File: config.mk
export PLATFORM = sky130hd
export DESIGN_NAME = gradient_stop_sorted_table
export DESIGN_NICKNAME = d
export VERILOG_FILES = /design/src/hw/rtl/gsst_pkg.sv /design/src/hw/rtl/gsst_mem.sv /design/src/hw/rtl/gradient_stop_sorted_table.sv
export SDC_FILE = /design/constraint.sdc
export NUM_CORES = 1
export LEC_CHECK = 0
export BUFFER_PORTS_ARGS = -buffer_cell sky130_fd_sc_hd__buf_2
export CAP_MARGIN = 20
export CORE_ASPECT_RATIO = 1.1
export CORE_MARGIN = 10
export CORE_UTILIZATION = 45
export CTS_CLUSTER_DIAMETER = 120
export DETAILED_ROUTE_END_ITERATION = 6
export PLACE_DENSITY = 0.68
export SETUP_SLACK_MARGIN = 0.15
export SKIP_LAST_GASP = 1
export SYNTH_ARGS = -nofsm -noshare
export SYNTH_HDL_FRONTEND = slang
export SYNTH_SLANG_ARGS = --single-unit
File: constraint.sdc
create_clock -name clk -period 5.7 [get_ports clk]
set_clock_uncertainty 0.15 [all_clocks]
set_input_delay 0.57 -clock clk [delete_from_list [all_inputs] [get_ports clk]]
set_output_delay 0.57 -clock clk [all_outputs]
set_load 0.005 [all_outputs]
File: src/hw/rtl/gsst_pkg.sv
// gsst_pkg: shared types and constants of the gradient stop sorted table
// depends on nothing; used by gradient_stop_sorted_table and its bench
package gsst_pkg;

	localparam int OFFSET_W       = 17;
	localparam int DEF_MAX_STOPS  = 16;
	localparam int DEF_COLOR_BITS = 32;

	localparam logic [OFFSET_W-1:0] OFFSET_ONE = 17'd65536;

	typedef enum logic [2:0] {
		OP_INSERT          = 3'd0,
		OP_REMOVE_AT       = 3'd1,
		OP_REMOVE_RANGE    = 3'd2,
		OP_REMOVE_INTERVAL = 3'd3,
		OP_REMOVE_OFFSET   = 3'd4,
		OP_REMOVE_STOP     = 3'd5,
		OP_INDEX_OF        = 3'd6,
		OP_CLEAR           = 3'd7
	} op_t;

	typedef enum logic [1:0] {
		ST_OK        = 2'd0,
		ST_INVALID   = 2'd1,
		ST_NOT_FOUND = 2'd2,
		ST_FULL      = 2'd3
	} status_t;

endpackage

File: src/hw/rtl/gsst_mem.sv
// gsst_mem: stop memory, one write port and one registered read port
// depends on nothing
module gsst_mem #(
	parameter int DEPTH = 16,
	parameter int WIDTH = 49
) (
	input  logic                     clk,
	input  logic                     wr_en,
	input  logic [$clog2(DEPTH)-1:0] wr_addr,
	input  logic [WIDTH-1:0]         wr_data,
	input  logic                     rd_en,
	input  logic [$clog2(DEPTH)-1:0] rd_addr,
	output logic [WIDTH-1:0]         rd_data
);

	logic [WIDTH-1:0] mem [DEPTH];

	always_ff @(posedge clk) begin
		if (wr_en) begin
			mem[wr_addr] <= wr_data;
		end
	end

	always_ff @(posedge clk) begin
		if (rd_en) begin
			rd_data <= mem[rd_addr];
		end
	end

endmodule

File: src/hw/rtl/gradient_stop_sorted_table.sv
// gradient_stop_sorted_table: gradient stops kept sorted by offset in one memory
// depends on gsst_pkg and gsst_mem
//
// A word is taken when start is high and busy is low. The result comes back
// on status, found_index and stop_count for exactly one cycle while done is
// high; the receiver cannot stall it, so sample it when done is seen. An
// operation that looks up an offset first scans the held stops, one memory
// read a cycle, and passes the decide state; an insert or a removal moves
// stops through the same memory port, and every operation ends in the result
// state. busy stays high through the result state, longest for a full scan
// followed by removing the first stop, and drops for one cycle before the
// next word can be taken. Clear, invalid arguments and full-table words are
// busy for one cycle only, the result cycle. So are empty index ranges. The
// memory is never cleared; only entries below the held count are ever read.
module gradient_stop_sorted_table #(
	parameter int MAX_STOPS  = gsst_pkg::DEF_MAX_STOPS,
	parameter int COLOR_BITS = gsst_pkg::DEF_COLOR_BITS
) (
	input  logic                              clk,
	input  logic                              arst_n,
	input  logic                              start,
	output logic                              busy,
	input  gsst_pkg::op_t                     op,
	input  logic [gsst_pkg::OFFSET_W-1:0]     offset,
	input  logic [gsst_pkg::OFFSET_W-1:0]     offset_max,
	input  logic [$clog2(MAX_STOPS+1)-1:0]    first_index,
	input  logic [$clog2(MAX_STOPS+1)-1:0]    end_index,
	input  logic [COLOR_BITS-1:0]             color,
	output logic                              done,
	output gsst_pkg::status_t                 status,
	output logic [$clog2(MAX_STOPS+1)-1:0]    found_index,
	output logic [$clog2(MAX_STOPS+1)-1:0]    stop_count
);
	import gsst_pkg::*;

	localparam int IW = $clog2(MAX_STOPS);
	localparam int CW = $clog2(MAX_STOPS+1);
	localparam int EW = OFFSET_W + COLOR_BITS;
	localparam logic [CW-1:0] MAX_C = CW'(MAX_STOPS);

	typedef enum logic [5:0] {
		S_IDLE   = 6'b000001,
		S_SCAN   = 6'b000010,
		S_DECIDE = 6'b000100,
		S_COPY   = 6'b001000,
		S_SHIFT  = 6'b010000,
		S_DONE   = 6'b100000
	} state_t;

	state_t                state_q;
	op_t                   op_q;
	logic [OFFSET_W-1:0]   off_q;      // stop offset or interval minimum
	logic [OFFSET_W-1:0]   bound_q;    // upper bound of the le count
	logic [COLOR_BITS-1:0] col_q;
	logic [CW-1:0]         cnt_q;      // held stops
	logic [CW-1:0]         lt_q;       // stops below off_q
	logic [CW-1:0]         le_q;       // stops at or below bound_q
	logic                  mt_found_q;
	logic [CW-1:0]         mt_idx_q;
	logic [CW-1:0]         lo_q;
	logic [CW-1:0]         hi_q;
	logic [CW-1:0]         rd_ptr_q;
	logic [CW-1:0]         wr_ptr_q;
	logic                  rd_vld_q;
	status_t               status_q;
	logic [CW-1:0]         found_q;

	logic                  rd_en;
	logic [IW-1:0]         rd_addr;
	logic [EW-1:0]         rd_data;
	logic                  wr_en;
	logic [IW-1:0]         wr_addr;
	logic [EW-1:0]         wr_data;
	logic [CW-1:0]         src_m1;
	logic [OFFSET_W-1:0]   e_off;
	logic [COLOR_BITS-1:0] e_col;
	logic [CW-1:0]         end_clamp;

	gsst_mem #(
		.DEPTH (MAX_STOPS),
		.WIDTH (EW)
	) u_mem (
		.clk     (clk),
		.wr_en   (wr_en),
		.wr_addr (wr_addr),
		.wr_data (wr_data),
		.rd_en   (rd_en),
		.rd_addr (rd_addr),
		.rd_data (rd_data)
	);

	assign e_off     = rd_data[EW-1 -: OFFSET_W];
	assign e_col     = rd_data[COLOR_BITS-1:0];
	assign src_m1    = rd_ptr_q - CW'(1);
	assign end_clamp = (end_index > cnt_q) ? cnt_q : end_index;

	// read side: scan and compaction walk upward, insert shift walks downward
	always_comb begin
		rd_en   = 1'b0;
		rd_addr = rd_ptr_q[IW-1:0];
		if (state_q == S_SCAN || state_q == S_COPY) begin
			rd_en = (rd_ptr_q < cnt_q);
		end else if (state_q == S_SHIFT) begin
			rd_en   = (rd_ptr_q > lo_q);
			rd_addr = src_m1[IW-1:0];
		end
	end

	// write side: moved entry in the cycle after its read, then the new stop
	always_comb begin
		wr_en   = 1'b0;
		wr_addr = wr_ptr_q[IW-1:0];
		wr_data = rd_data;
		if (state_q == S_COPY) begin
			wr_en = rd_vld_q;
		end else if (state_q == S_SHIFT) begin
			if (rd_vld_q) begin
				wr_en = 1'b1;
			end else if (rd_ptr_q == lo_q) begin
				wr_en   = 1'b1;
				wr_addr = lo_q[IW-1:0];
				wr_data = {off_q, col_q};
			end
		end
	end

	always_ff @(posedge clk or negedge arst_n) begin
		if (!arst_n) begin
			state_q    <= S_IDLE;
			op_q       <= OP_CLEAR;
			off_q      <= '0;
			bound_q    <= '0;
			col_q      <= '0;
			cnt_q      <= '0;
			lt_q       <= '0;
			le_q       <= '0;
			mt_found_q <= 1'b0;
			mt_idx_q   <= '0;
			lo_q       <= '0;
			hi_q       <= '0;
			rd_ptr_q   <= '0;
			wr_ptr_q   <= '0;
			rd_vld_q   <= 1'b0;
			status_q   <= ST_OK;
			found_q    <= '0;
		end else begin
			rd_vld_q <= rd_en;
			if (rd_en) begin
				rd_ptr_q <= (state_q == S_SHIFT) ? src_m1 : rd_ptr_q + CW'(1);
			end
			unique case (state_q)
				S_IDLE: begin
					if (start) begin
						op_q       <= op;
						off_q      <= offset;
						bound_q    <= (op == OP_REMOVE_INTERVAL) ? offset_max : offset;
						col_q      <= color;
						lt_q       <= '0;
						le_q       <= '0;
						mt_found_q <= 1'b0;
						status_q   <= ST_OK;
						found_q    <= MAX_C;
						rd_ptr_q   <= '0;
						case (op)
							OP_INSERT: begin
								if (offset > OFFSET_ONE) begin
									status_q <= ST_INVALID;
									state_q  <= S_DONE;
								end else if (cnt_q >= MAX_C) begin
									status_q <= ST_FULL;
									state_q  <= S_DONE;
								end else begin
									state_q <= S_SCAN;
								end
							end
							OP_REMOVE_AT: begin
								if (first_index >= cnt_q) begin
									status_q <= ST_INVALID;
									state_q  <= S_DONE;
								end else begin
									lo_q     <= first_index;
									hi_q     <= first_index + CW'(1);
									wr_ptr_q <= first_index;
									rd_ptr_q <= first_index + CW'(1);
									state_q  <= S_COPY;
								end
							end
							OP_REMOVE_RANGE: begin
								if (first_index >= cnt_q) begin
									status_q <= ST_INVALID;
									state_q  <= S_DONE;
								end else if (end_clamp > first_index) begin
									lo_q     <= first_index;
									hi_q     <= end_clamp;
									wr_ptr_q <= first_index;
									rd_ptr_q <= end_clamp;
									state_q  <= S_COPY;
								end else begin
									state_q <= S_DONE;
								end
							end
							OP_REMOVE_INTERVAL: begin
								if (offset > offset_max) begin
									status_q <= ST_INVALID;
									state_q  <= S_DONE;
								end else begin
									state_q <= S_SCAN;
								end
							end
							OP_REMOVE_STOP: begin
								if (offset > OFFSET_ONE) begin
									status_q <= ST_INVALID;
									state_q  <= S_DONE;
								end else begin
									state_q <= S_SCAN;
								end
							end
							OP_CLEAR: begin
								cnt_q   <= '0;
								state_q <= S_DONE;
							end
							default: begin
								// remove_offset and index_of have no argument check and go straight to the scan
								state_q <= S_SCAN;
							end
						endcase
					end
				end
				S_SCAN: begin
					// sorted table, so prefix counts give span bounds directly
					if (rd_vld_q) begin
						if (e_off < off_q) begin
							lt_q <= lt_q + CW'(1);
						end
						if (e_off <= bound_q) begin
							le_q <= le_q + CW'(1);
						end
						if (!mt_found_q && e_off == off_q && e_col == col_q) begin
							mt_found_q <= 1'b1;
							mt_idx_q   <= src_m1;
						end
					end
					if (!rd_en && !rd_vld_q) begin
						state_q <= S_DECIDE;
					end
				end
				S_DECIDE: begin
					case (op_q)
						OP_INSERT: begin
							// new stop goes after the last equal offset
							lo_q     <= le_q;
							rd_ptr_q <= cnt_q;
							state_q  <= S_SHIFT;
						end
						OP_REMOVE_INTERVAL, OP_REMOVE_OFFSET: begin
							if (le_q > lt_q) begin
								lo_q     <= lt_q;
								hi_q     <= le_q;
								wr_ptr_q <= lt_q;
								rd_ptr_q <= le_q;
								state_q  <= S_COPY;
							end else begin
								if (op_q == OP_REMOVE_OFFSET) begin
									status_q <= ST_INVALID;
								end
								state_q <= S_DONE;
							end
						end
						OP_REMOVE_STOP: begin
							if (mt_found_q) begin
								lo_q     <= mt_idx_q;
								hi_q     <= mt_idx_q + CW'(1);
								wr_ptr_q <= mt_idx_q;
								rd_ptr_q <= mt_idx_q + CW'(1);
								state_q  <= S_COPY;
							end else begin
								status_q <= ST_NOT_FOUND;
								state_q  <= S_DONE;
							end
						end
						OP_INDEX_OF: begin
							if (le_q > lt_q) begin
								found_q <= lt_q;
							end else begin
								status_q <= ST_NOT_FOUND;
							end
							state_q <= S_DONE;
						end
						default: begin
							state_q <= S_DONE;
						end
					endcase
				end
				S_COPY: begin
					// entry read at rd_ptr lands at wr_ptr in the following cycle
					if (rd_vld_q) begin
						wr_ptr_q <= wr_ptr_q + CW'(1);
					end
					if (!rd_en && !rd_vld_q) begin
						cnt_q   <= cnt_q - (hi_q - lo_q);
						state_q <= S_DONE;
					end
				end
				S_SHIFT: begin
					// entry read at index k lands at k+1
					if (rd_en) begin
						wr_ptr_q <= rd_ptr_q;
					end
					if (!rd_en && !rd_vld_q) begin
						cnt_q   <= cnt_q + CW'(1);
						state_q <= S_DONE;
					end
				end
				S_DONE: begin
					state_q <= S_IDLE;
				end
			endcase
		end
	end

	assign busy        = (state_q != S_IDLE);
	assign done        = (state_q == S_DONE);
	assign status      = status_q;
	assign found_index = found_q;
	assign stop_count  = cnt_q;

endmodule

After elaboration in Yosys (flattened, before gate mapping)
Memory sizes are Yosys's and may differ from the RTL's. A register that Yosys moved wholly into a read port is not among the register bits. Index checks and enable logic that the tools add are counted.

$add $sub $neg: 10. Multiply operators: 0. Div/mod/pow operators: 0. Magnitude comparators: 11. Equal/unequal tests: 46. Shift-type cells: 0. Multiplexer cells: 100. Bitwise logic cells: 0. Reductions and logical operators: 28.

Operators with widths (count): 49-bit 2-to-1 mux (4); 5-bit 2-to-1 mux (34); 5-bit case mux with 2 select lines (11); 6-bit 2-to-1 mux (12); 5-bit case mux with 3 select lines (3); 6-bit case mux with 6 select lines (1); 5-bit by 1-bit adder with 5-bit output, second input constant (7); 32-bit equality test (1); 6-bit case mux with 5 select lines (1); 3-bit != test, second input constant (9); 4-bit 2-to-1 mux (6); 5-bit greater-than comparator (4); 5-bit case mux with 4 select lines (1); 6-bit case mux with 3 select lines (1); 9-bit AND reduction (2); 17-bit equality test (1); 17-bit greater-than comparator (1); 17-bit greater-than comparator, second input constant (1); 17-bit <= comparator (1); 17-bit < comparator (1); 17-bit 2-to-1 mux (1); 2-bit by 1-bit != test with 1-bit output, second input constant (8); 4-bit AND reduction (4); 3-bit equality test, second input constant (5); 38 further kinds (75).

Register bits after elaboration: 124. Latch bits: 0. RAM bits: 784. Bits in read-only memories: 0. Bits of input ports: 82. Logic and storage cells: 213. Memories kept: 1.

Memory list: u_mem.mem (words 16, bits a word 49, read ports 1, clocked after Yosys merged registers in 1, write ports 1, line gsst_mem.sv:16) `logic [WIDTH-1:0] mem [DEPTH];`.

Longest topological paths before layout
Word-level depth: 8. Gate-level depth with buffers: 16. Mapped depth without buffers: 16.

Cells and area by module
Synthesis repeated with hierarchy kept, for this count alone.

Cell total of the unflattened synthesis: 2432. Area, all modules: 40647.7 sq um.

By module, submodules not included: gsst_mem (times used 1, cells an instance 1268, area an instance 30827.1 sq um, seq. area each 25014.0 sq um); gradient_stop_sorted_table (times used 1, cells an instance 1164, area an instance 9820.7 sq um, seq. area each 3083.0 sq um).

Worst setup path after synthesis
No wires, ideal clock.

Kind: register to register. Start point: register rd_ptr_q[0]. End point: memory u_mem.mem[8][0] (enable). Setup time: 0.456 ns. Data arrival time: 4.428 ns. Required time: 5.094 ns. Setup slack: 0.666 ns. Cell stages (with the launch flop): 11. Path buffers: 2. Clock period less this slack: 5.034 ns. Path through: dfrtp_1 > clkbuf_1 > inv_1 > ha_1 > nand3_1 > or2_2 > or4_1 > clkbuf_1 > o22ai_1 > nand2_1 > nor2_1.

Word-level cells in the longest chain between the ends: 7.

RTL lines: from (decl) (line gradient_stop_sorted_table.sv:62) `logic [CW-1:0] rd_ptr_q;`; from (signal assigned) (line gradient_stop_sorted_table.sv:149) `rd_ptr_q <= (state_q == S_SHIFT) ? src_m1 : rd_ptr_q + CW'(1);`; from (signal assigned) (line gradient_stop_sorted_table.sv:184) `rd_ptr_q <= first_index + CW'(1);`; from (signal assigned) (line gradient_stop_sorted_table.sv:196) `rd_ptr_q <= end_clamp;`; 5-bit equality test (*) (line gradient_stop_sorted_table.sv:119) `end else if (rd_ptr_q == lo_q) begin`; 1-bit 2-to-1 mux (line gradient_stop_sorted_table.sv:119); 1-bit 2-to-1 mux (line gradient_stop_sorted_table.sv:117) `if (rd_vld_q) begin`; 1-bit 2-to-1 mux (line gradient_stop_sorted_table.sv:116) `end else if (state_q == S_SHIFT) begin`; 1-bit 2-to-1 mux (line gradient_stop_sorted_table.sv:114) `if (state_q == S_COPY) begin`; 1-bit 2-to-1 mux (line gsst_mem.sv:19) `if (wr_en) begin`; 1-bit 2-to-1 mux (not written as such) (line gsst_mem.sv:20) `mem[wr_addr] <= wr_data;`; to (decl) (line gsst_mem.sv:16).

Mark *: on every way between the ends. The rest lies on a longest branch, timed or not.

Worst setup path after layout
Start point: register rd_ptr_q[0]. End point: memory u_mem.mem[8][9] (enable).

Same word-level chain as after synthesis.

==> impl_metrics.json <==
{
  "status": "finished clean",
  "via_count": 25900,
  "rsz0062_at_grt": "no",
  "finalNetCount": 3371,
  "grt_pass1_vias": 25700,
  "dp_cells": 4245,
  "finalHoldViolCount": 0,
  "antenna_found_initial": 2,
  "async_flop_share_pct": 12.9,
  "syn_area_um2": 41200,
  "report.final.slew_viol_count": 0,
  "clk_latency_ps": 660,
  "cp_slowest_cell": "nor2_4",
  "max_freq_mhz": 212,
  "wl_mm": 106,
  "cts_tree": "yes",
  "setup.worst_path.start": "rd_ptr_q[0]",
  "syn_to_final_growth_pct": 13.2,
  "rr_worst_depth": 10,
  "cp.depth": 10,
  "internal_power_mw": 15.3,
  "synth.distinct_cells": 81,
  "core_um2": 90900,
  "nFillCells": 7555,
  "synth_nets": 3245,
  "total_power_mw": 23.8,
  "crit_buf_inv": 3,
  "grt_pass1_wl_mm": 161,
  "setup_tns_ps": 0,
  "min_path_type": "primary input to flop",
  "worstPathCellList": "inv_1 > ha_1 > nand3_1 > or2_2 > or4_2 > buf_4 > o22ai_1 > nand2_1 > nor2_4 > buf_12",
  "start_util_pct": 45.4,
  "synth-seq-area-share_pct": 68.2,
  "synth_warnings": 0,
  "timing.rr.end": "u_mem.mem[8][9]",
  "vias_per_cell": 5.83,
  "worstSetupPathType": "flop to flop",
  "ys_ff_latch": 956,
  "cts_made_buffers": 92,
  "min_period_ps": 4730,
  "syn_inst": 3062,
  "fin_cells": 4447,
  "seqPwrFrac_pct": 40.7,
  "firstDrtPassIters": 6,
  "worst-r2r-setup-slack_ps": 970,
  "grt_max_degree": 118,
  "synth_area_per_cell_um2": 13.5,
  "worst_slew_pin_slew_ps": 1090,
  "cts.sinks": 956,
  "worstPathArrival_ps": 4890,
  "slew_headroom_pct": 27.0,
  "p_switching_mw": 8.52,
  "synth_flop_cell": "edfxtp_1",
  "maxCapViolCount": 0,
  "required_ps": 5870,
  "drtAntennaViolNets": 0,
  "synth.area.top_cells": "edfxtp_1, dfrtp_1, mux4_2",
  "path_clk_slew_ps": 70,
  "port_buffers": 95,
  "fp.dieW_um": 309,
  "die_y_um": 337,
  "min-delay-start": "color[31]",
  "dieArea_um2": 104000,
  "dp_hpwl_mm": 63.2,
  "r2r_start": "rd_ptr_q[0]",
  "cts_root_buf": "clkbuf_16",
  "path_max_fanout": 66,
  "start_kind": "flop",
  "synth_top_area_cell": "edfxtp_1",
  "synth_edf_count": 833,
  "powerDensity_nw_per_um2": 510,
  "switching_share_pct": 35.8,
  "drt_iter0_markers": 2924,
  "vdd_drop_max_uv": 372,
  "htreeDepth": 3,
  "finalCritPeriodShare_pct": 82.9,
  "wl_per_cell_um": 23.9,
  "synth.top_cell.area_share_pct": 60.7,
  "critical-path-top-delay-family": "simple AND/OR/NAND/NOR gates",
  "slowest_delay_ps": 750,
  "gp_congestion": 0.916,
  "pwr-share-comb_pct": 34.3,
  "io_pins": 96,
  "pwr-share-clk_pct": 25.0,
  "track_usage_pct": 20.2,
  "power.leakage_nw": 16.8,
  "clockBufferDepth": 3,
  "drive_above_1_share_pct": 13.9,
  "setup_viol": 0,
  "drc": 0,
  "worstSetupEndpointType": "flop",
  "endpoint": "u_mem.mem[8][9]",
  "rows": 116,
  "grt_remaining_overflow": 0
}
## per-layer routing
| metal | vias up | global-route usage [%] | share of wire (%) | routed length [µm] |
|---|---|---|---|---|
| li1 | 11700 | - | - | - |
| met1 | 12900 | 27.4 | 42 | 44200 |
| met2 | 1142 | 33.2 | 48 | 50700 |
| met3 | 213 | 3.35 | 7.7 | 8200 |
| met4 | 4 | 6.41 | 2.8 | 3020 |
| met5 | - | 0 | 0.028 | 30 |
## registers in the layout (all words and copies together) (netlist names), 6 cells and up
| signal | count |
|---|---|
| u_mem.mem | 784 |
| u_mem.rd_data | 49 |
| col_q | 32 |
| bound_q | 17 |
| off_q | 17 |
| state_q | 6 |
## power by group through the flow
stage	sequential, mW	clock [mW]	combinational, mW
floorplan	9.50	0	5.59
global placement	9.78	0	8.01
detailed placement	9.80	0	8.13
CTS	9.67	6.04	8.19
global route	9.74	6.32	9.00
finish	9.68	5.94	8.17
## per-stage QoR
step	hold WS, ps	worst slack [ps]	area, µm²	utilization (%)
floorplan	124	666	41200	-
global placement	311	1140	43400	47.8
detailed placement	319	1070	43400	47.8
CTS	2.91	1020	46600	51.3
global route	20.4	825	46600	51.3
finish	19.5	975	46600	51.3
## layout make-up
class	count	area (µm²)	share of cell area (%)
tap	1180	1480	3.17
clock inverter	44	334	0.716
clock buffer	128	2600	5.58
timing repair buffer	195	1470	3.15
inverter	96	360	0.773
antenna	1	2.50	0.00537
sequential	956	28100	60.2
multi-input combinational	1847	12300	26.4
## worst min-delay path by stage
stage,depth (start not counted),slack [ps],to
floorplan,0,120,bound_q[0]
global placement,2,310,found_index[3]
detailed placement,2,320,found_index[0]
CTS,3,3,op_q[1]
global route,3,20,col_q[29]
finish,3,20,col_q[31]
## cell usage in the layout (no fill, tap or decap), types with 58 or more instances in the layout
cell type	instances
a21oi_1	75
edfxtp_1	833
nand3_1	128
o21ai_0	180
buf_2	94
ha_1	97
inv_1	95
buf_4	58
nor2_1	265
a32oi_1	99
nand2_1	542
mux4_2	98
clkbuf_16	97
dfrtp_1	119
## worst reg2reg max path, stage by stage, from the launching register on
cell     delay [ps]
dfrtp_1         600
inv_1           200
ha_1            330
nand3_1          70
or2_2           330
or4_2           640
buf_4           400
o22ai_1         270
nand2_1         270
nor2_4          750
buf_12          350
## synthesized netlist by cell type (12+ instances only)
cell and n:
xor2_1 27, xnor2_1 29, ha_1 97, a21o_1 23, a32oi_1 99, nor2b_1 14, inv_1 95, a21oi_1 75
nor2_1 281, clkbuf_1 107, mux2_2 12, nand2_1 544, mux4_2 98, and3_1 12, edfxtp_1 833, o22ai_1 18
o21ai_0 180, dfrtp_1 119, o21ai_1 12, buf_2 42, nand3_1 128, nand4_1 18
## kinds of logic after synthesis
kind of cell	Yosys count	synth area share, %
AND/OR/NAND/NOR	1065	10.9
multiplexers	125	6.10
AO/OA/AOI/OAI	500	7.89
XOR/XNOR	56	1.19
flip-flops	956	68.2
buffers and inverters	259	2.56
adder cells (fa/ha/maj)	101	3.14
## what timing repair did
action,in CTS,in global routing
endpoints found under the hold margin,107,0
buffers inserted,0,0
hold buffers,29,0
setup endpoints to repair,0,0
resized for setup,0,0
Note: power is estimated with default switching activity, not from simulation.
